## config.mk

```make
export PLATFORM = sky130hd
export DESIGN_NAME = meter_read_request_responder_flat
export DESIGN_NICKNAME = d
export VERILOG_FILES = /design/src/sv/mrr_pkg.sv /design/src/sv/mrr_rx_if.sv /design/src/sv/mrr_tx_if.sv /design/src/sv/mrr_bcd.sv /design/src/sv/meter_read_request_responder.sv /design/src/flat_wrapper.sv
export SDC_FILE = /design/constraint.sdc
export NUM_CORES = 1
export LEC_CHECK = 0
export ABC_CLOCK_PERIOD_IN_PS = 6800
export BUFFER_PORTS_ARGS = -buffer_cell sky130_fd_sc_hd__buf_2
export CORE_MARGIN = 5
export CORE_UTILIZATION = 50
export DETAILED_ROUTE_END_ITERATION = 7
export HOLD_SLACK_MARGIN = 0.05
export PLACE_DENSITY = 0.69
export RECOVER_POWER = 50
export SYNTH_ARGS = -nofsm -noshare
export SYNTH_HDL_FRONTEND = slang
export SYNTH_SLANG_ARGS = --single-unit
export TNS_END_PERCENT = 5
```

## constraint.sdc

```tcl
create_clock -name clk_i -period 6.8 [get_ports clk_i]
set_input_delay 1.02 -clock clk_i [delete_from_list [all_inputs] [get_ports clk_i]]
set_output_delay 1.02 -clock clk_i [all_outputs]
set_load 0.02 [all_outputs]
```

## src/sv/mrr_pkg.sv

```systemverilog
`default_nettype none
// ----------------------------------------------------------------------------
// mrr_pkg
// shared types, constants and helper functions of the meter read-request
// responder: frame codes, register map, sequencer control words
// ----------------------------------------------------------------------------
package mrr_pkg;

  // field widths
  localparam int unsigned ByteW  = 8;
  localparam int unsigned IdW    = 32;
  localparam int unsigned DiamW  = 9;
  localparam int unsigned DecW   = 3;
  localparam int unsigned RdgW   = 27;
  localparam int unsigned AlarmW = 4;
  localparam int unsigned BcdW   = 32;
  localparam int unsigned DataW  = 32;
  localparam int unsigned AddrW  = 5;
  localparam int unsigned CntW   = 3;

  // largest reading that fits eight decimal digits
  localparam logic [RdgW-1:0] RdgMax = RdgW'(99999999);

  // link bytes
  localparam logic [ByteW-1:0] ShortStart = 8'h10;
  localparam logic [ByteW-1:0] FrameStop  = 8'h16;
  localparam logic [ByteW-1:0] ReqUd2     = 8'h5B;
  localparam logic [ByteW-1:0] LongStart  = 8'h68;
  localparam logic [ByteW-1:0] LongLen    = 8'h0F;
  localparam logic [ByteW-1:0] RspUd      = 8'h08;
  localparam logic [ByteW-1:0] CiVar      = 8'h78;
  localparam logic [ByteW-1:0] DifLow     = 8'h0C;
  localparam logic [ByteW-1:0] VifBase    = 8'h10;
  localparam logic [ByteW-1:0] StOverload = 8'h80;
  localparam logic [ByteW-1:0] StBackflow = 8'h40;
  localparam logic [ByteW-1:0] StLeak     = 8'h20;
  localparam logic [ByteW-1:0] StBattery  = 8'h04;

  // register map, index = paddr[4:2]
  typedef enum logic [2:0] {
    REG_ADDR    = 3'd0,
    REG_ID      = 3'd1,
    REG_DIAM    = 3'd2,
    REG_DEC     = 3'd3,
    REG_READING = 3'd4,
    REG_ALARM   = 3'd5
  } cfg_idx_e;

  // sequencer opcodes
  typedef enum logic [1:0] {
    OP_IDLE = 2'd0,
    OP_WAIT = 2'd1,
    OP_EMIT = 2'd2
  } op_e;

  // reply byte sources
  typedef enum logic [3:0] {
    SRC_CONST = 4'd0,
    SRC_ADDR  = 4'd1,
    SRC_ID0   = 4'd2,
    SRC_ID1   = 4'd3,
    SRC_ID2   = 4'd4,
    SRC_ID3   = 4'd5,
    SRC_STAT  = 4'd6,
    SRC_DIF   = 4'd7,
    SRC_VIF   = 4'd8,
    SRC_RD0   = 4'd9,
    SRC_RD1   = 4'd10,
    SRC_RD2   = 4'd11,
    SRC_RD3   = 4'd12,
    SRC_SUM   = 4'd13
  } src_e;

  typedef struct packed {
    op_e              op;
    src_e             src;
    logic [ByteW-1:0] konst;
    logic             add;   // byte goes into the checksum
    logic             last;  // closing byte, jump back to idle
  } ctl_t;

  localparam int unsigned ProgLen = 23;
  localparam int unsigned PcW     = $clog2(ProgLen);

  function automatic ctl_t mrr_rom(input logic [PcW-1:0] pc);
    ctl_t w;
    w = '{OP_IDLE, SRC_CONST, 8'h00, 1'b0, 1'b0};
    case (pc)
      5'd0:  w = '{OP_IDLE, SRC_CONST, 8'h00,     1'b0, 1'b0};
      5'd1:  w = '{OP_WAIT, SRC_CONST, 8'h00,     1'b0, 1'b0};
      5'd2:  w = '{OP_EMIT, SRC_CONST, LongStart, 1'b0, 1'b0};
      5'd3:  w = '{OP_EMIT, SRC_CONST, LongLen,   1'b0, 1'b0};
      5'd4:  w = '{OP_EMIT, SRC_CONST, LongLen,   1'b0, 1'b0};
      5'd5:  w = '{OP_EMIT, SRC_CONST, LongStart, 1'b0, 1'b0};
      5'd6:  w = '{OP_EMIT, SRC_CONST, RspUd,     1'b1, 1'b0};
      5'd7:  w = '{OP_EMIT, SRC_ADDR,  8'h00,     1'b1, 1'b0};
      5'd8:  w = '{OP_EMIT, SRC_CONST, CiVar,     1'b1, 1'b0};
      5'd9:  w = '{OP_EMIT, SRC_CONST, LongLen,   1'b1, 1'b0};
      5'd10: w = '{OP_EMIT, SRC_ID0,   8'h00,     1'b1, 1'b0};
      5'd11: w = '{OP_EMIT, SRC_ID1,   8'h00,     1'b1, 1'b0};
      5'd12: w = '{OP_EMIT, SRC_ID2,   8'h00,     1'b1, 1'b0};
      5'd13: w = '{OP_EMIT, SRC_ID3,   8'h00,     1'b1, 1'b0};
      5'd14: w = '{OP_EMIT, SRC_STAT,  8'h00,     1'b1, 1'b0};
      5'd15: w = '{OP_EMIT, SRC_DIF,   8'h00,     1'b1, 1'b0};
      5'd16: w = '{OP_EMIT, SRC_VIF,   8'h00,     1'b1, 1'b0};
      5'd17: w = '{OP_EMIT, SRC_RD0,   8'h00,     1'b1, 1'b0};
      5'd18: w = '{OP_EMIT, SRC_RD1,   8'h00,     1'b1, 1'b0};
      5'd19: w = '{OP_EMIT, SRC_RD2,   8'h00,     1'b1, 1'b0};
      5'd20: w = '{OP_EMIT, SRC_RD3,   8'h00,     1'b1, 1'b0};
      5'd21: w = '{OP_EMIT, SRC_SUM,   8'h00,     1'b0, 1'b0};
      5'd22: w = '{OP_EMIT, SRC_CONST, FrameStop, 1'b0, 1'b1};
      default: w = '{OP_IDLE, SRC_CONST, 8'h00, 1'b0, 1'b0};
    endcase
    return w;
  endfunction

  // pipe diameter in mm to code, unknown sizes give code 1
  function automatic logic [3:0] diam_code(input logic [DiamW-1:0] mm);
    logic [3:0] c;
    c = 4'd1;
    case (mm)
      9'd15:   c = 4'd1;
      9'd20:   c = 4'd2;
      9'd25:   c = 4'd3;
      9'd32:   c = 4'd4;
      9'd40:   c = 4'd5;
      9'd50:   c = 4'd6;
      9'd80:   c = 4'd7;
      9'd100:  c = 4'd8;
      9'd150:  c = 4'd9;
      9'd200:  c = 4'd10;
      9'd250:  c = 4'd11;
      9'd300:  c = 4'd12;
      default: c = 4'd1;
    endcase
    return c;
  endfunction

  function automatic logic [ByteW-1:0] status_byte(input logic [AlarmW-1:0] al);
    logic [ByteW-1:0] s;
    s = '0;
    if (al[3]) s = s | StOverload;
    if (al[2]) s = s | StBackflow;
    if (al[1]) s = s | StLeak;
    if (al[0]) s = s | StBattery;
    return s;
  endfunction

endpackage
`default_nettype wire

```

## src/sv/mrr_rx_if.sv

```systemverilog
`default_nettype none
// ----------------------------------------------------------------------------
// mrr_rx_if
// received-byte channel: valid/ready handshake carrying one link byte
// ----------------------------------------------------------------------------
interface mrr_rx_if;
  logic       valid;
  logic       ready;
  logic [7:0] rx_byte;

  modport source (output valid, output rx_byte, input ready);
  modport sink   (input valid, input rx_byte, output ready);
endinterface
`default_nettype wire

```

## src/sv/mrr_tx_if.sv

```systemverilog
`default_nettype none
// ----------------------------------------------------------------------------
// mrr_tx_if
// reply channel: valid/ready handshake carrying one reply byte and a last flag
// ----------------------------------------------------------------------------
interface mrr_tx_if;
  logic       valid;
  logic       ready;
  logic [7:0] tx_byte;
  logic       last_byte;

  modport source (output valid, output tx_byte, output last_byte, input ready);
  modport sink   (input valid, input tx_byte, input last_byte, output ready);
endinterface
`default_nettype wire

```

## src/sv/mrr_bcd.sv

```systemverilog
`default_nettype none
// ----------------------------------------------------------------------------
// mrr_bcd
// binary to eight-digit bcd converter, shift-and-add-3, one bit per cycle
// ----------------------------------------------------------------------------
module mrr_bcd (
  input  logic                      clk_i,
  input  logic                      rst_ni,
  input  logic                      start_i,
  input  logic [mrr_pkg::RdgW-1:0]  bin_i,
  output logic                      done_o,
  output logic [mrr_pkg::BcdW-1:0]  bcd_o
);
  import mrr_pkg::*;

  localparam int unsigned BitCntW = $clog2(RdgW + 1);
  localparam int unsigned Digits  = BcdW / 4;

  logic [RdgW-1:0]    bin_q;
  logic [BcdW-1:0]    bcd_q;
  logic [BcdW-1:0]    adj;
  logic [BitCntW-1:0] cnt_q;
  logic               done_q;

  // add 3 to every digit of five or more before the shift
  always_comb begin
    for (int d = 0; d < Digits; d++) begin
      if (bcd_q[4*d +: 4] > 4'd4) begin
        adj[4*d +: 4] = bcd_q[4*d +: 4] + 4'd3;
      end else begin
        adj[4*d +: 4] = bcd_q[4*d +: 4];
      end
    end
  end

  always_ff @(posedge clk_i or negedge rst_ni) begin
    if (!rst_ni) begin
      cnt_q  <= '0;
      done_q <= 1'b0;
    end else if (start_i) begin
      cnt_q  <= BitCntW'(RdgW);
      done_q <= 1'b0;
    end else if (cnt_q != '0) begin
      cnt_q  <= cnt_q - 1'b1;
      done_q <= (cnt_q == BitCntW'(1));
    end
  end

  always_ff @(posedge clk_i) begin
    if (start_i) begin
      bin_q <= (bin_i > RdgMax) ? RdgMax : bin_i;
      bcd_q <= '0;
    end else if (cnt_q != '0) begin
      bin_q <= {bin_q[RdgW-2:0], 1'b0};
      bcd_q <= {adj[BcdW-2:0], bin_q[RdgW-1]};
    end
  end

  assign done_o = done_q;
  assign bcd_o  = bcd_q;

endmodule
`default_nettype wire

```

## src/sv/meter_read_request_responder.sv

```systemverilog
`default_nettype none
// ----------------------------------------------------------------------------
// meter_read_request_responder
// slave side of a wired water-meter link: answers a REQ_UD2 short frame with
// a 21-byte REP_UD long frame
// ----------------------------------------------------------------------------
// Each received byte is taken while the sequencer is idle. When the fifth
// byte completes a valid REQ_UD2 frame for this address, the block stops
// taking bytes and a microcoded sequencer runs the reply. The reading
// conversion starts at the edge that takes the closing byte and runs in the
// bit-serial bcd converter, the sequencer stays in its wait step until the
// converter is done, then 21 reply words are loaded, one per cycle when the
// sink is ready, and each word leaves through the output register. Input is
// taken again as soon as the last word is loaded. Rejected frames and
// ignored bytes give no reply. Registers sit on an APB port at byte address
// 4*index and should only be written while no reply is pending.
// ----------------------------------------------------------------------------
module meter_read_request_responder (
  input  logic                         clk_i,
  input  logic                         rst_ni,
  mrr_rx_if.sink                       rx_i,
  mrr_tx_if.source                     tx_o,
  input  logic                         psel,
  input  logic                         penable,
  input  logic                         pwrite,
  input  logic [mrr_pkg::AddrW-1:0]    paddr,
  input  logic [mrr_pkg::DataW-1:0]    pwdata,
  output logic [mrr_pkg::DataW-1:0]    prdata,
  output logic                         pready
);
  import mrr_pkg::*;

  // configuration
  logic [ByteW-1:0]  slave_addr_q;
  logic [IdW-1:0]    meter_id_q;
  logic [DiamW-1:0]  diam_q;
  logic [DecW-1:0]   dec_q;
  logic [RdgW-1:0]   reading_q;
  logic [AlarmW-1:0] alarm_q;

  cfg_idx_e reg_idx;
  logic     cfg_wr;

  assign reg_idx = cfg_idx_e'(paddr[AddrW-1:2]);
  assign cfg_wr  = psel && penable && pwrite;
  assign pready  = 1'b1;

  always_ff @(posedge clk_i or negedge rst_ni) begin
    if (!rst_ni) begin
      slave_addr_q <= ByteW'(1);
      meter_id_q   <= IdW'(152187990);
      diam_q       <= DiamW'(15);
      dec_q        <= DecW'(3);
      reading_q    <= RdgW'(12345678);
      alarm_q      <= '0;
    end else if (cfg_wr) begin
      case (reg_idx)
        REG_ADDR:    slave_addr_q <= pwdata[ByteW-1:0];
        REG_ID:      meter_id_q   <= pwdata[IdW-1:0];
        REG_DIAM:    diam_q       <= pwdata[DiamW-1:0];
        REG_DEC:     dec_q        <= pwdata[DecW-1:0];
        REG_READING: reading_q    <= pwdata[RdgW-1:0];
        REG_ALARM:   alarm_q      <= pwdata[AlarmW-1:0];
        default: ;
      endcase
    end
  end

  always_comb begin
    case (reg_idx)
      REG_ADDR:    prdata = DataW'(slave_addr_q);
      REG_ID:      prdata = DataW'(meter_id_q);
      REG_DIAM:    prdata = DataW'(diam_q);
      REG_DEC:     prdata = DataW'(dec_q);
      REG_READING: prdata = DataW'(reading_q);
      REG_ALARM:   prdata = DataW'(alarm_q);
      default:     prdata = '0;
    endcase
  end

  // sequencer and receive path
  logic [PcW-1:0]   pc_q;
  ctl_t             ctl;
  logic [CntW-1:0]  rx_cnt_q;
  logic [ByteW-1:0] frame_q [4];
  logic             rx_fire;
  logic             frame_ok;
  logic             start;
  logic             emit_go;
  logic [ByteW-1:0] sum_q;
  logic [ByteW-1:0] word;
  logic             tx_vld_q;
  logic [ByteW-1:0] tx_byte_q;
  logic             tx_last_q;
  logic             bcd_done;
  logic [BcdW-1:0]  rd_bcd;

  assign ctl        = mrr_rom(pc_q);
  assign rx_i.ready = (ctl.op == OP_IDLE);
  assign rx_fire    = rx_i.valid && rx_i.ready;

  assign frame_ok = (rx_cnt_q == CntW'(4)) && (frame_q[0] == ShortStart) &&
                    (rx_i.rx_byte == FrameStop) &&
                    (frame_q[3] == ByteW'(frame_q[1] + frame_q[2])) &&
                    (frame_q[1] == ReqUd2) && (frame_q[2] == slave_addr_q);
  assign start    = rx_fire && frame_ok;
  assign emit_go  = (ctl.op == OP_EMIT) && (!tx_vld_q || tx_o.ready);

  mrr_bcd u_bcd (
    .clk_i   (clk_i),
    .rst_ni  (rst_ni),
    .start_i (start),
    .bin_i   (reading_q),
    .done_o  (bcd_done),
    .bcd_o   (rd_bcd)
  );

  always_comb begin
    case (ctl.src)
      SRC_CONST: word = ctl.konst;
      SRC_ADDR:  word = slave_addr_q;
      SRC_ID0:   word = meter_id_q[7:0];
      SRC_ID1:   word = meter_id_q[15:8];
      SRC_ID2:   word = meter_id_q[23:16];
      SRC_ID3:   word = meter_id_q[31:24];
      SRC_STAT:  word = status_byte(alarm_q);
      SRC_DIF:   word = {diam_code(diam_q), DifLow[3:0]};
      SRC_VIF:   word = VifBase | ByteW'(dec_q);
      SRC_RD0:   word = rd_bcd[7:0];
      SRC_RD1:   word = rd_bcd[15:8];
      SRC_RD2:   word = rd_bcd[23:16];
      SRC_RD3:   word = rd_bcd[31:24];
      SRC_SUM:   word = sum_q;
      default:   word = ctl.konst;
    endcase
  end

  // frame bytes, stored only once a start byte has been seen
  always_ff @(posedge clk_i) begin
    if (rx_fire && (rx_cnt_q < CntW'(4)) &&
        !((rx_cnt_q == '0) && (rx_i.rx_byte != ShortStart))) begin
      frame_q[rx_cnt_q[1:0]] <= rx_i.rx_byte;
    end
  end

  always_ff @(posedge clk_i or negedge rst_ni) begin
    if (!rst_ni) begin
      rx_cnt_q <= '0;
      pc_q     <= '0;
      sum_q    <= '0;
      tx_vld_q <= 1'b0;
    end else begin
      if (rx_fire) begin
        if (rx_cnt_q == CntW'(4)) begin
          rx_cnt_q <= '0;
        end else if (!((rx_cnt_q == '0) && (rx_i.rx_byte != ShortStart))) begin
          rx_cnt_q <= rx_cnt_q + 1'b1;
        end
      end

      if (emit_go) begin
        tx_vld_q <= 1'b1;
      end else if (tx_o.ready) begin
        tx_vld_q <= 1'b0;
      end

      case (ctl.op)
        OP_IDLE: begin
          sum_q <= '0;
          if (start) begin
            pc_q <= pc_q + 1'b1;
          end
        end
        OP_WAIT: begin
          if (bcd_done) begin
            pc_q <= pc_q + 1'b1;
          end
        end
        OP_EMIT: begin
          if (emit_go) begin
            if (ctl.add) begin
              sum_q <= sum_q + word;
            end
            pc_q <= ctl.last ? '0 : pc_q + 1'b1;
          end
        end
        default: pc_q <= '0;
      endcase
    end
  end

  always_ff @(posedge clk_i) begin
    if (emit_go) begin
      tx_byte_q <= word;
      tx_last_q <= ctl.last;
    end
  end

  assign tx_o.valid     = tx_vld_q;
  assign tx_o.tx_byte   = tx_byte_q;
  assign tx_o.last_byte = tx_last_q;

endmodule
`default_nettype wire

```

## src/flat_wrapper.sv

```systemverilog
// flat-port wrapper written by rule: the top's interface ports become plain ports
module meter_read_request_responder_flat import mrr_pkg::*;
  (clk_i, rst_ni, psel, penable, pwrite, paddr, pwdata, prdata, pready, rx_i_valid, rx_i_rx_byte, rx_i_ready, tx_o_valid, tx_o_tx_byte, tx_o_last_byte, tx_o_ready);
  mrr_rx_if rx_i_i ();
  mrr_tx_if tx_o_i ();
  input  logic clk_i;
  input  logic rst_ni;
  input  logic psel;
  input  logic penable;
  input  logic pwrite;
  input  logic [mrr_pkg::AddrW-1:0] paddr;
  input  logic [mrr_pkg::DataW-1:0] pwdata;
  output logic [mrr_pkg::DataW-1:0] prdata;
  output logic pready;
  input wire logic [$bits(rx_i_i.valid)-1:0] rx_i_valid;
  input wire logic [$bits(rx_i_i.rx_byte)-1:0] rx_i_rx_byte;
  output wire logic [$bits(rx_i_i.ready)-1:0] rx_i_ready;
  output wire logic [$bits(tx_o_i.valid)-1:0] tx_o_valid;
  output wire logic [$bits(tx_o_i.tx_byte)-1:0] tx_o_tx_byte;
  output wire logic [$bits(tx_o_i.last_byte)-1:0] tx_o_last_byte;
  input wire logic [$bits(tx_o_i.ready)-1:0] tx_o_ready;
  assign rx_i_i.valid = rx_i_valid;
  assign rx_i_i.rx_byte = rx_i_rx_byte;
  assign rx_i_ready = rx_i_i.ready;
  assign tx_o_valid = tx_o_i.valid;
  assign tx_o_tx_byte = tx_o_i.tx_byte;
  assign tx_o_last_byte = tx_o_i.last_byte;
  assign tx_o_i.ready = tx_o_ready;
  meter_read_request_responder u_core (.clk_i(clk_i), .rst_ni(rst_ni), .rx_i(rx_i_i), .tx_o(tx_o_i), .psel(psel), .penable(penable), .pwrite(pwrite), .paddr(paddr), .pwdata(pwdata), .prdata(prdata), .pready(pready));
endmodule
```

# ---- Word-level counts from Yosys, hierarchy flattened
# Memory sizes are Yosys's and may differ from the RTL's.
# Cells that the tools add are included.
dict set report word_totals {
  register_bits 174
  latchBits 0
  ramBits 32
  romBits 480
  in_bits 52
  output_inout_bits 44
  word_cells 153
  mem_count 2
}
dict set report op_classes {
  add_sub_neg 13
  mul 0
  n_div 0
  n_lt_le_gt_ge 10
  n_eq_ne 44
  shift 0
  mux 36
  bitwise 0
  reduce_logical 32
}
# memory words width read_ports rd_ports_with_merged_regs wr line
set memory_table {}
lappend memory_table {{(name not given)} 32 15 1 0 0 mrr_pkg.sv:88} ;# case (pc)
lappend memory_table {u_core.frame_q 4 8 4 0 1 meter_read_request_responder.sv:85} ;# logic [ByteW-1:0] frame_q [4];
# cell n
set op_table {}
lappend op_table {{32-bit one-hot mux with 6 select lines} 1}
lappend op_table {{8-bit one-hot mux with 13 select lines} 1}
lappend op_table {{27-bit 2-to-1 mux} 3}
lappend op_table {{4-bit one-hot mux with 11 select lines} 1}
lappend op_table {{4-bit by 3-bit greater-than comparator with 1-bit output, second input constant} 8}
lappend op_table {{5-bit 2-to-1 mux} 6}
lappend op_table {{4-bit by 2-bit adder with 4-bit output, second input constant} 7}
lappend op_table {{4-bit 2-to-1 mux} 7}
lappend op_table {{9-bit by 6-bit == test with 1-bit output, second input constant} 3}
lappend op_table {{9-bit by 8-bit == test with 1-bit output, second input constant} 3}
lappend op_table {{27-bit greater-than comparator, second input constant} 1}
lappend op_table {{4-bit == test, second input constant} 6}
lappend op_table {{8-bit 2-to-1 mux} 3}
lappend op_table {{9-bit by 5-bit == test with 1-bit output, second input constant} 2}
lappend op_table {{9-bit by 7-bit == test with 1-bit output, second input constant} 2}
lappend op_table {{8-bit adder} 2}
lappend op_table {{4-bit by 3-bit == test with 1-bit output, second input constant} 4}
lappend op_table {{8-bit by 5-bit == test with 1-bit output, second input constant} 2}
lappend op_table {{8-bit == test} 2}
lappend op_table {{8-bit one-hot mux with 2 select lines} 1}
lappend op_table {{5-bit one-hot mux with 3 select lines} 1}
lappend op_table {{2-bit AND reduction} 7}
lappend op_table {{1-bit logical AND} 13}
lappend op_table {{3-bit 2-to-1 mux} 4}
lappend op_table {{other kinds (28)} 45}

# ---- Depth between registers and ports, before layout
# Gate-level depths: netlist of run 1.
# An unclocked memory read counts as a cell.
dict set report depth {
  depth_word 10
  mapped_depth 21
}

# ---- Modules after synthesis
# A second synthesis of run 1 with hierarchy kept.
dict set report unflattened {
  cells_unflattened 1096
  area_unflattened_um2 11738.8
}
# mod n_inst cells_each area_each_um2
set modules_own_cells {}
lappend modules_own_cells {meter_read_request_responder 1 756 8311.7}
lappend modules_own_cells {mrr_bcd 1 340 3427.0}

# ---- Least setup slack after synthesis of run 1
# OpenSTA, ideal clock, no wires.
dict set report synth_timing {
  kind {reg2reg}
  from {reg u_core.pc_q[1]}
  to {reg u_core.sum_q[7]}
  arrival_time_ns 4.053
  path_slack_ns 2.621
  stages_incl_launch_ff 19
  path_buffers 2
  period_less_slack_ns 4.179
  path_cell_list {dfrtp_1 > clkbuf_2 > clkbuf_1 > inv_1 > ha_1 > mux2_2 > nand2_1 > nand2_1 > nor2_1 > o311a_1 > a31oi_1 > ha_1 > and3_1 > a2111o_1 > a21o_1 > a21o_1 > a31o_2 > a31oi_1 > mux2i_1}
}
dict set report synth_via {
  elab_chain_len 7
}
# element line
set synth_rtl {}
lappend synth_rtl {{start, declared} meter_read_request_responder.sv:82} ;# logic [PcW-1:0] pc_q;
lappend synth_rtl {{start signal, assigned} meter_read_request_responder.sv:171} ;# pc_q <= pc_q + 1'b1;
lappend synth_rtl {{start signal, assigned} meter_read_request_responder.sv:176} ;# pc_q <= pc_q + 1'b1;
lappend synth_rtl {{start signal, assigned} meter_read_request_responder.sv:184} ;# pc_q <= ctl.last ? '0 : pc_q + 1'b1;
lappend synth_rtl {{memory 32 x 15 bit (*)} -}
lappend synth_rtl {{4-bit == test (tied with other cells)} meter_read_request_responder.sv:119} ;# case (ctl.src)
lappend synth_rtl {{8-bit one-hot mux with 13 select lines (*)} meter_read_request_responder.sv:119}
lappend synth_rtl {{net u_core.word[4]} meter_read_request_responder.sv:91} ;# logic [ByteW-1:0] word;
lappend synth_rtl {{8-bit adder (*)} meter_read_request_responder.sv:182} ;# sum_q <= sum_q + word;
lappend synth_rtl {{8-bit 2-to-1 mux (*)} meter_read_request_responder.sv:181} ;# if (ctl.add) begin
lappend synth_rtl {{8-bit 2-to-1 mux (*)} meter_read_request_responder.sv:180} ;# if (emit_go) begin
lappend synth_rtl {{8-bit one-hot mux with 2 select lines (*)} meter_read_request_responder.sv:167} ;# case (ctl.op)
lappend synth_rtl {{end signal, assigned} meter_read_request_responder.sv:182}
lappend synth_rtl {{end, declared} meter_read_request_responder.sv:90} ;# logic [ByteW-1:0] sum_q;
# The timed path passes the listed nets; every way through them passes the cells marked *. The select of a mux whose other input is x is not followed.
# A chain may end at the register's enable or synchronous reset.

# ---- Worst setup path after layout of run 1
dict set report layout_timing {
  from {reg u_core.pc_q[0]}
  to {reg u_core.sum_q[7]}
}
# The elaborated chain is that of the path after synthesis.

==> metrics, run 1 <==
run status complete, but fails checks; violated checks capacitance limit, slew limit; pin count of the biggest net entering global routing 69; drt drc 0; top cell type by total area after synthesis edfxtp_1; hold buffers post-CTS 0; Setup CP Type register to register; initial antenna violation count 0; Final nets 1,243; synth unique cells 78; Peak Freq 194 MHz; clk_lat worst skew 0.52 ns; crit-path max FO 15; CTS tree done; via count 8,567; pre-CTS WS 1.70 ns; post-route minimum period 5.15 ns; register bit count reported by yosys 206; synthesized area 0.0113 mm^2; startpoint types register; GP Congestion 0.948; Async S/R FF share, synth 0.515; Worst EP arrival 5.56 ns; Resized Gates After CTS 0; pwr dens 326 mW/mm^2; gr ovfl total 0; number of synthesized flops with an enable pin 68; final hold viol count 0; clk root buf clkbuf_16; R2R cell count 16; Worst Hold Path EP u_core.u_bcd.bcd_o[0]; antenna diode count 0; Hold Path Stages 2; final worst slack 1.65 ns; top cells by area, synth edfxtp_1 (18%), dfrtp_1 (17%), mux2_2 (8.8%), dfstp_2 (7.0%), dfxtp_1 (5.7%); worst r2r src u_core.pc_q[0]; routed len/inst 19.9 um; fraction of layout cells with a size suffix above 1 0.213; Synth top cells by count nor2_1 (92), mux2_2 (88), a21oi_1 (77); YS warnings 0; Setup crit start u_core.pc_q[0]; register area share after synthesis 0.476; Placed Area 0.0120 mm^2; I/O Pins 96; total power draw 4.15 mW; Synth top area share 0.181; initial DRC count 693; Via density 5.92; Pleak 5.18 nW; post-CTS setup buffer count 0; Final period util 0.757; Most used DFF post-synth dfrtp_1; CTS Buf Count 23; Die Height 160 um; I/O Buffers 92; MaxCap Viol Count 3; Setup TNS Final 0 ns; Slew @ Worst Pin 2.63 ns; first-pass GRT wire length 45,900 um; die area 0.0257 mm^2; most frequent cell after synthesis nor2_1; flop2flop setup slack 1.65 ns; Max Slew Vio Count 107; Synthesized Nets 1,170; Die Width 160 um; FF-to-FF End u_core.sum_q[7]; Layout area overhead 12.8%; # setup viols final 0; HP Class register to register; RSZ-0062 raised after global routing false; row count 55; CP endpoint kind register; dpl hpwl 20,800 um; Worst VDD drop 0.231 mV; Clock Skew 0.0189 ns; vias in the first global route 8,230; Clock H-tree levels 1; post-route ant nets 0; Hold Startpoint u_core.u_bcd.bin_q[26]; Total Routing Usage GR 0.219; Clock Pin Slew Worst Setup and Hold Paths 0.06 ns; Max clock buf depth 3; utilization after layout 0.568; Initial Util 0.503; Mapped Avg Cell Area 10.5 um^2; post-route design area 0.0127 mm^2; Post-Route WL 28,800 um; core area 0.0224 mm^2; Sink Count 206; drt pass-1 iters 5; Cells after Synth 1,073; Slew HR -0.754; WP data required 7.21 ns
cells in the final DEF (no fill, tap or decap), types with 8 or more instances in the layout:
master / Yosys / final
nand3_1: 19 / 19
nor4_1: 8 / 8
or3_1: 15 / 15
a22oi_1: 13 / 13
a211oi_1: 21 / 21
clkbuf_16: 0 / 24
nand2b_1: 12 / 12
nor3_1: 21 / 21
o22ai_1: 13 / 14
mux2i_1: 28 / 28
clkbuf_1: 45 / 25
ha_1: 43 / 43
inv_1: 54 / 54
mux2_2: 88 / 88
o21ai_0: 47 / 47
and2_1: 14 / 13
nor2b_1: 11 / 11
dfrtp_1: 76 / 76
buf_2: 2 / 72
o22a_1: 17 / 17
a21oi_1: 77 / 77
dfstp_2: 30 / 30
dfxtp_1: 32 / 32
xor2_1: 12 / 12
nand2_1: 53 / 53
nor2_1: 92 / 91
a22o_1: 29 / 29
nand4_1: 8 / 8
edfxtp_1: 68 / 68
xnor2_1: 24 / 24
kinds of logic after synthesis:
group	share of synthesized area
compound gates	0.158
other cells	0.000332
fa+ha+maj	0.0512
xor+xnor	0.0279
simple gates	0.134
buf+inv	0.0372
mux	0.117
flops	0.476
critical path: stages, from the launching register on:
cell	delay [ns]
dfrtp_1	0.65
ha_1	0.39
ha_1	0.19
nor2_1	0.14
a211o_1	0.54
nand2_1	0.28
nor2_1	0.47
nor3_1	0.13
a31oi_1	0.41
ha_1	0.37
and3_1	0.19
a2111o_1	0.44
a21o_1	0.19
a21o_1	0.18
a31o_2	0.22
a31oi_1	0.16
mux2i_1	0.09
where the power goes:
part           internal [mW]  switching (mW)  total, mW
clock                  0.807           0.517       1.32
combinational          0.455           0.651       1.11
sequential              1.49           0.229       1.72
how the worst max path moves through the flow:
stage	to	slack [ns]
final	u_core.sum_q[7]	1.65
after global routing	u_core.sum_q[7]	1.39
after CTS	u_core.sum_q[7]	1.67
after detailed placement	u_core.sum_q[7]	1.70
after global placement	u_core.sum_q[7]	1.74
after floorplan	u_core.sum_q[7]	2.62
sequential cells by signal, indices dropped and copies added (netlist names):
name	cells
u_core.u_bcd.done_o	1
u_core.diam_q	9
u_core.u_bcd.bin_q	27
u_core.tx_o.tx_byte	8
u_core.slave_addr_q	8
u_core.u_bcd.cnt_q	5
u_core.sum_q	8
u_core.frame_q	32
u_core.meter_id_q	32
u_core.dec_q	3
u_core.tx_o.last_byte	1
u_core.tx_o.valid	1
u_core.reading_q	27
u_core.pc_q	5
u_core.alarm_q	4
u_core.u_bcd.bcd_o	32
u_core.rx_cnt_q	3
metal layers:
layer / global-route usage / part of all wire
met5: 0 / 0
met4: 0.0563 / 0.023
met3: 0.0372 / 0.055
met2: 0.352 / 0.47
met1: 0.310 / 0.45
metrics by stage:
step           std cells  hold slack [ns]
6_report            1448            0.478
3_5_place_dp        1406            0.464
2_1_floorplan       1073            0.451
3_3_place_gp        1406            0.455
4_1_cts             1448            0.476
5_1_grt             1448            0.516
area by class of cell:
cell class                 count  area, um^2
fill                        1948        9700
timing repair buffer         102         499
inverter                      54         203
clock inverter                15         183
tap                          285         357
sequential                   206        5370
multi-input combinational    759        5500
clock buffer                  27         622
(Power assumes the default switching activity.)
==> inputs of run 2 (changes only) <==
- ABC_AREA: default -> 1
- ABC_CLOCK_PERIOD_IN_PS: 6800 -> 4500
- PLACE_DENSITY: 0.69 -> 0.71
- clock period: 6.8 -> 4.5 ns (I/O delays scaled with it)
==> metrics, run 2 <==
clk_lat worst skew 0.52 ns; drt pass-1 iters 5; final hold viol count 0; post-route ant nets 0; Sequential Power Share 0.454; row count 56; CP endpoint kind register; CTS Buf Count 24; Die Height 165 um; CP Buf/Inv Count 4; commonest non-fill, non-tap cells in the layout nand2_1 (317), inv_1 (294), nor2_1 (155), o21ai_0 (125), dfrtp_1 (76); worst path cell trace inv_4 -> nor2_1 -> nand2_4 -> a21oi_4 -> nor2_2 -> nand2_1 -> o22ai_1 -> nor2_1 -> nand2_1 -> o21ai_1 -> inv_1 -> ha_1 -> inv_1 -> fa_1 -> inv_1 -> a31oi_1 -> o21ai_0 -> a21oi_1 -> xor2_1 -> o21ai_0; Slew @ Worst Pin 3.20 ns; CTS tree done; most frequent cell after synthesis nand2_1; cell mode on critical path inv_1; dpl hpwl 24,000 um; sw frac 0.295; Max Slew Vio Count 175; Pleak 6.42 nW; Post-Route WL 32,200 um; Async S/R FF share, synth 0.515; hold buffers post-CTS 0; I/O Pins 96; via count 10,500; Comb pwr share 0.153; post-route design area 0.0135 mm^2; Die Width 165 um; WP data required 4.90 ns; internal power 3.64 mW; Clock Skew 0.00949 ns; Clk pwr share 0.393; # setup viols final 0; CP peak stage delay 0.56 ns; CP delay by family, top simple AND/OR/NAND/NOR gates; Peak Freq 254 MHz; GP Congestion 0.968; die area 0.0273 mm^2; Initial Util 0.510; gr ovfl total 0; most common cell after layout, fill and taps aside nand2_1; top cells by area, synth edfxtp_1 (17%), dfrtp_1 (16%), nand2_1 (9.9%), inv_1 (9.2%), dfstp_2 (6.6%); synthesized area 0.0120 mm^2; MaxCap Viol Count 3; top cell type by total area after synthesis edfxtp_1; Worst EP arrival 4.33 ns; HP Class primary input to register; pwr dens 383 mW/mm^2; Resized Gates After CTS 0; first-pass GRT wire length 51,400 um; Mapped Avg Cell Area 7.79 um^2; violated checks capacitance limit, slew limit; Max clock buf depth 3; Layout area overhead 12.1%; Slew HR -1.13; initial DRC count 789; fraction of layout cells with a size suffix above 1 0.115; run status complete, but fails checks; routed len/inst 16.4 um; post-route minimum period 3.93 ns; Cells after Synth 1,544; Placed Area 0.0127 mm^2; synth unique cells 54; final worst slack 0.570 ns; register area share after synthesis 0.447; Final nets 1,726; antenna diode count 0; Synth top cells by count nand2_1 (317), inv_1 (294), nor2_1 (154); Clock Pin Slew Worst Setup and Hold Paths 0.07 ns; Clock H-tree levels 1; clk root buf clkbuf_16; Via density 5.33; Setup CP Type register to register; Fin Hold WS 0.385 ns; Final period util 0.873; crit-path max FO 9; Synth top area share 0.170; startpoint types register; Worst VDD drop 0.330 mV; Most used DFF post-synth dfrtp_1; YS warnings 0; drt drc 0; core area 0.0236 mm^2; pin count of the biggest net entering global routing 93; number of synthesized flops with an enable pin 68; Synthesized Nets 1,641; register bit count reported by yosys 206; Sink Count 206; pre-CTS WS 0.702 ns; RSZ-0062 raised after global routing false; crit path max-delay cell type dfrtp_1; initial antenna violation count 0; Sw Pwr 1.53 mW; Setup TNS Final 0 ns; Total Routing Usage GR 0.237; vias in the first global route 9,927; post-CTS setup buffer count 0; I/O Buffers 92
-- run 2: area by class of cell --
cell class	instances	area, um^2
Inverter	305	1150
Tap cell	319	399
Fill cell	2198	10100
Clock buffer	28	647
Multi-Input combinational cell	992	5250
Clock inverter	16	181
Timing Repair Buffer	100	494
Sequential cell	206	5370
-- run 2: power by group through the flow --
stage | logic [mW] | clock network (mW) | registers, mW
after floorplan | 0.544 | 0 | 2.31
after global placement | 0.771 | 0 | 2.37
after detailed placement | 0.787 | 0 | 2.37
after CTS | 0.791 | 2.06 | 2.34
after global routing | 0.894 | 2.14 | 2.36
final | 0.793 | 2.03 | 2.34
-- run 2: per-layer routing --
layer | up-vias | track usage | routed length, um
met5 | - | 0 | 0
met2 | 338 | 0.372 | 14300
li1 | 5212 | - | -
met3 | 64 | 0.0343 | 2230
met4 | 0 | 0.0737 | 943
met1 | 4872 | 0.342 | 14700
-- run 2: cell families after synthesis --
logic type	share of synthesized area
other cells	0.000312
flops	0.447
xor+xnor	0.0182
buf+inv	0.116
fa+ha+maj	0.0480
compound gates	0.153
simple gates	0.218
-- run 2: worst paths after layout --
| check | cells past startpoint | end | from | slack, ns |
|---|---|---|---|---|
| worst max-delay path | 20 | u_core.sum_q[6] | u_core.pc_q[4] | 0.57 |
| worst min-delay path | 3 | u_core.meter_id_q[12] | pwdata[12] | 0.39 |
| worst max register to register | 20 | u_core.sum_q[6] | u_core.pc_q[4] | 0.57 |
| worst min register to register | 2 | u_core.meter_id_q[11] | u_core.meter_id_q[11] | 0.49 |
| max in group asynchronous | 2 | u_core.alarm_q[0] | rst_ni | 1.26 |
| min in group asynchronous | 1 | u_core.meter_id_q[21] | rst_ni | 1.22 |
-- run 2: worst register-to-register path, cell delays in order (launching register included) --
cell and delay (ns):
dfrtp_1 0.56, inv_4 0.09, nor2_1 0.46, nand2_4 0.15, a21oi_4 0.29, nor2_2 0.12, nand2_1 0.23, o22ai_1 0.12
nor2_1 0.18, nand2_1 0.07, o21ai_1 0.14, inv_1 0.09, ha_1 0.20, inv_1 0.07, fa_1 0.20, inv_1 0.05
a31oi_1 0.26, o21ai_0 0.12, a21oi_1 0.17, xor2_1 0.16, o21ai_0 0.08
-- run 2: metrics by stage --
step	cells	total power [mW]	util
4_1_cts	1966	5.18	0.574
6_report	1966	5.17	0.571
2_1_floorplan	1544	2.85	-
3_5_place_dp	1922	3.16	0.539
5_1_grt	1966	5.40	0.571
3_3_place_gp	1922	3.14	0.539
==> inputs of run 3 (changes only) <==
--- a/config.mk
+++ b/config.mk
@@ -8,5 +8,5 @@
 export ABC_AREA = 1
 export ABC_CLOCK_PERIOD_IN_PS = 4500
-export BUFFER_PORTS_ARGS = -buffer_cell sky130_fd_sc_hd__buf_2
+export BUFFER_PORTS_ARGS = -buffer_cell sky130_fd_sc_hd__buf_4
 export CORE_MARGIN = 5
 export CORE_UTILIZATION = 50
==> constraint.sdc (replaced) <==
create_clock -name clk_i -period 4.5 [get_ports clk_i]
set_input_delay 0.675 -clock clk_i [delete_from_list [all_inputs] [get_ports clk_i]]
set_output_delay 0.675 -clock clk_i [all_outputs]
set_load 0.05 [all_outputs]
==> metrics, run 3 (synthesis results as in run 2) <==
cell mode on critical path clkbuf_1; Resized Gates After CTS 0; final hold viol count 0; clk root buf clkbuf_16; routed len/inst 16.5 um; CTS Buf Count 24; via count 10,600; Die Width 165 um; Slew HR -1.23; Pleak 6.48 nW; vias in the first global route 10,100; dpl hpwl 24,300 um; worst path cell trace clkbuf_1 -> nor2_1 -> nand2_1 -> clkbuf_1 -> inv_1 -> nand2_1 -> clkbuf_1 -> o21ai_0; initial DRC count 761; CP delay by family, top buffers and inverters; Setup crit start paddr[3]; CP Buf/Inv Count 4; Max Slew Vio Count 183; Initial Util 0.510; pin count of the biggest net entering global routing 65; post-CTS setup buffer count 0; startpoint types primary input; clk_lat worst skew 0.52 ns; Hold Startpoint pwdata[3]; drt drc 0; gr ovfl total 0; Total Routing Usage GR 0.241; Final period util 0.851; post-route minimum period 3.83 ns; Slew @ Worst Pin 3.34 ns; drt pass-1 iters 6; Clock Pin Slew Worst Setup and Hold Paths 0.06 ns; Clock H-tree levels 1; run status complete, but fails checks; violated checks capacitance limit, slew limit; I/O Pins 96; Post-Route WL 32,400 um; RSZ-0062 raised after global routing false; Max clock buf depth 3; post-route ant nets 0; hold buffers post-CTS 0; I/O Buffers 92; WP data required 4.80 ns; Setup TNS Final 0 ns; core area 0.0236 mm^2; MaxCap Viol Count 3; Clock Skew 0.00955 ns; Worst EP arrival 4.13 ns; non-filler instance count after layout 1,968; Final nets 1,728; HP Class primary input to register; row count 56; CP peak stage delay 1.46 ns; crit-path max FO 54; worst r2r src u_core.pc_q[1]; Setup CP Type primary input to register; GP Congestion 0.958; Die Height 165 um; Via density 5.36; Worst VDD drop 0.446 mV; commonest non-fill, non-tap cells in the layout nand2_1 (318), inv_1 (294), nor2_1 (154), o21ai_0 (124); Placed Cells 1,924; die area 0.0273 mm^2; fraction of layout cells with a size suffix above 1 0.111; crit path max-delay cell type clkbuf_1; most common cell after layout, fill and taps aside nand2_1; first-pass GRT wire length 52,200 um; # setup viols final 0; Peak Freq 261 MHz; fillers 2,216; Sink Count 206; CP endpoint kind register; antenna diode count 0; Layout area overhead 13.7%; pwr dens 386 mW/mm^2; initial antenna violation count 0; CTS tree done
[run 3: cell types whose count changed in the layout (fill, tap and decap cells not counted), sizes merged]
| cell | previous run | this run |
|---|---|---|
| buf | 75 | 76 |
| bufinv | 3 | 5 |
| clkbuf | 53 | 56 |
| clkinv | 6 | 9 |
| clkinvlp | 6 | 0 |
| inv | 306 | 305 |
[run 3: path summary, 6_finish.rpt]
check                           slack [ns]               endpoint  cells after the start
worst max-delay path                  0.67    u_core.reading_q[9]                      8
worst min-delay path                  0.38      u_core.alarm_q[3]                      3
worst max register to register        0.68        u_core.sum_q[6]                     22
worst min register to register        0.49   u_core.reading_q[17]                      2
max in group asynchronous             1.17  u_core.u_bcd.cnt_q[2]                      2
min in group asynchronous             1.26   u_core.reading_q[25]                      1
[run 3: through the flow]
stage / hold slack [ns] / area (um^2) / setup slack [ns] / total power, mW / util
after global routing: 0.377 / 13700 / 0.287 / 5.53 / 0.580
after detailed placement: 0.473 / 13000 / 0.726 / 3.24 / 0.549
final: 0.380 / 13700 / 0.670 / 5.28 / 0.580
after global placement: 0.468 / 13000 / 0.755 / 3.22 / 0.549
after floorplan: 0.379 / 12000 / 1.34 / 2.91 / -
after CTS: 0.263 / 13800 / 0.688 / 5.31 / 0.584
[run 3: cell type report]
class	instances	area, um^2	share of cell area
Clock buffer	30	644	0.0471
Clock inverter	14	188	0.0137
Inverter	305	1150	0.0840
Multi-Input combinational cell	992	5260	0.384
Sequential cell	206	5370	0.393
Tap cell	319	399	0.0292
Timing Repair Buffer	102	671	0.0490
[run 3: worst register-to-register path, stage by stage (launching register included)]
cell     delay (ns)
dfrtp_1        0.55
ha_1           0.26
ha_1           0.15
nor2_1         0.04
nor2_1         0.13
nand3_2        0.12
nand2_4        0.21
nor2_2         0.10
nand2_1        0.24
o22ai_1        0.11
nor2_1         0.19
nand2_1        0.08
o21ai_1        0.13
inv_1          0.09
ha_1           0.20
inv_1          0.07
fa_1           0.20
inv_1          0.05
a31oi_1        0.25
o21ai_0        0.12
a21oi_1        0.17
xor2_1         0.16
o21ai_0        0.08
[run 3: where the power goes]
group,switching (mW),internal [mW],total [mW]
logic,0.594,0.277,0.870
clock network,0.769,1.29,2.06
registers,0.173,2.18,2.35
[run 3: metal layers]
layer | vias to the layer above | GRT usage | routed length (um)
met5 | - | 0 | 0
met4 | 0 | 0.0715 | 966
met3 | 67 | 0.0499 | 2250
met2 | 330 | 0.383 | 14700
met1 | 4932 | 0.335 | 14400
li1 | 5223 | - | -
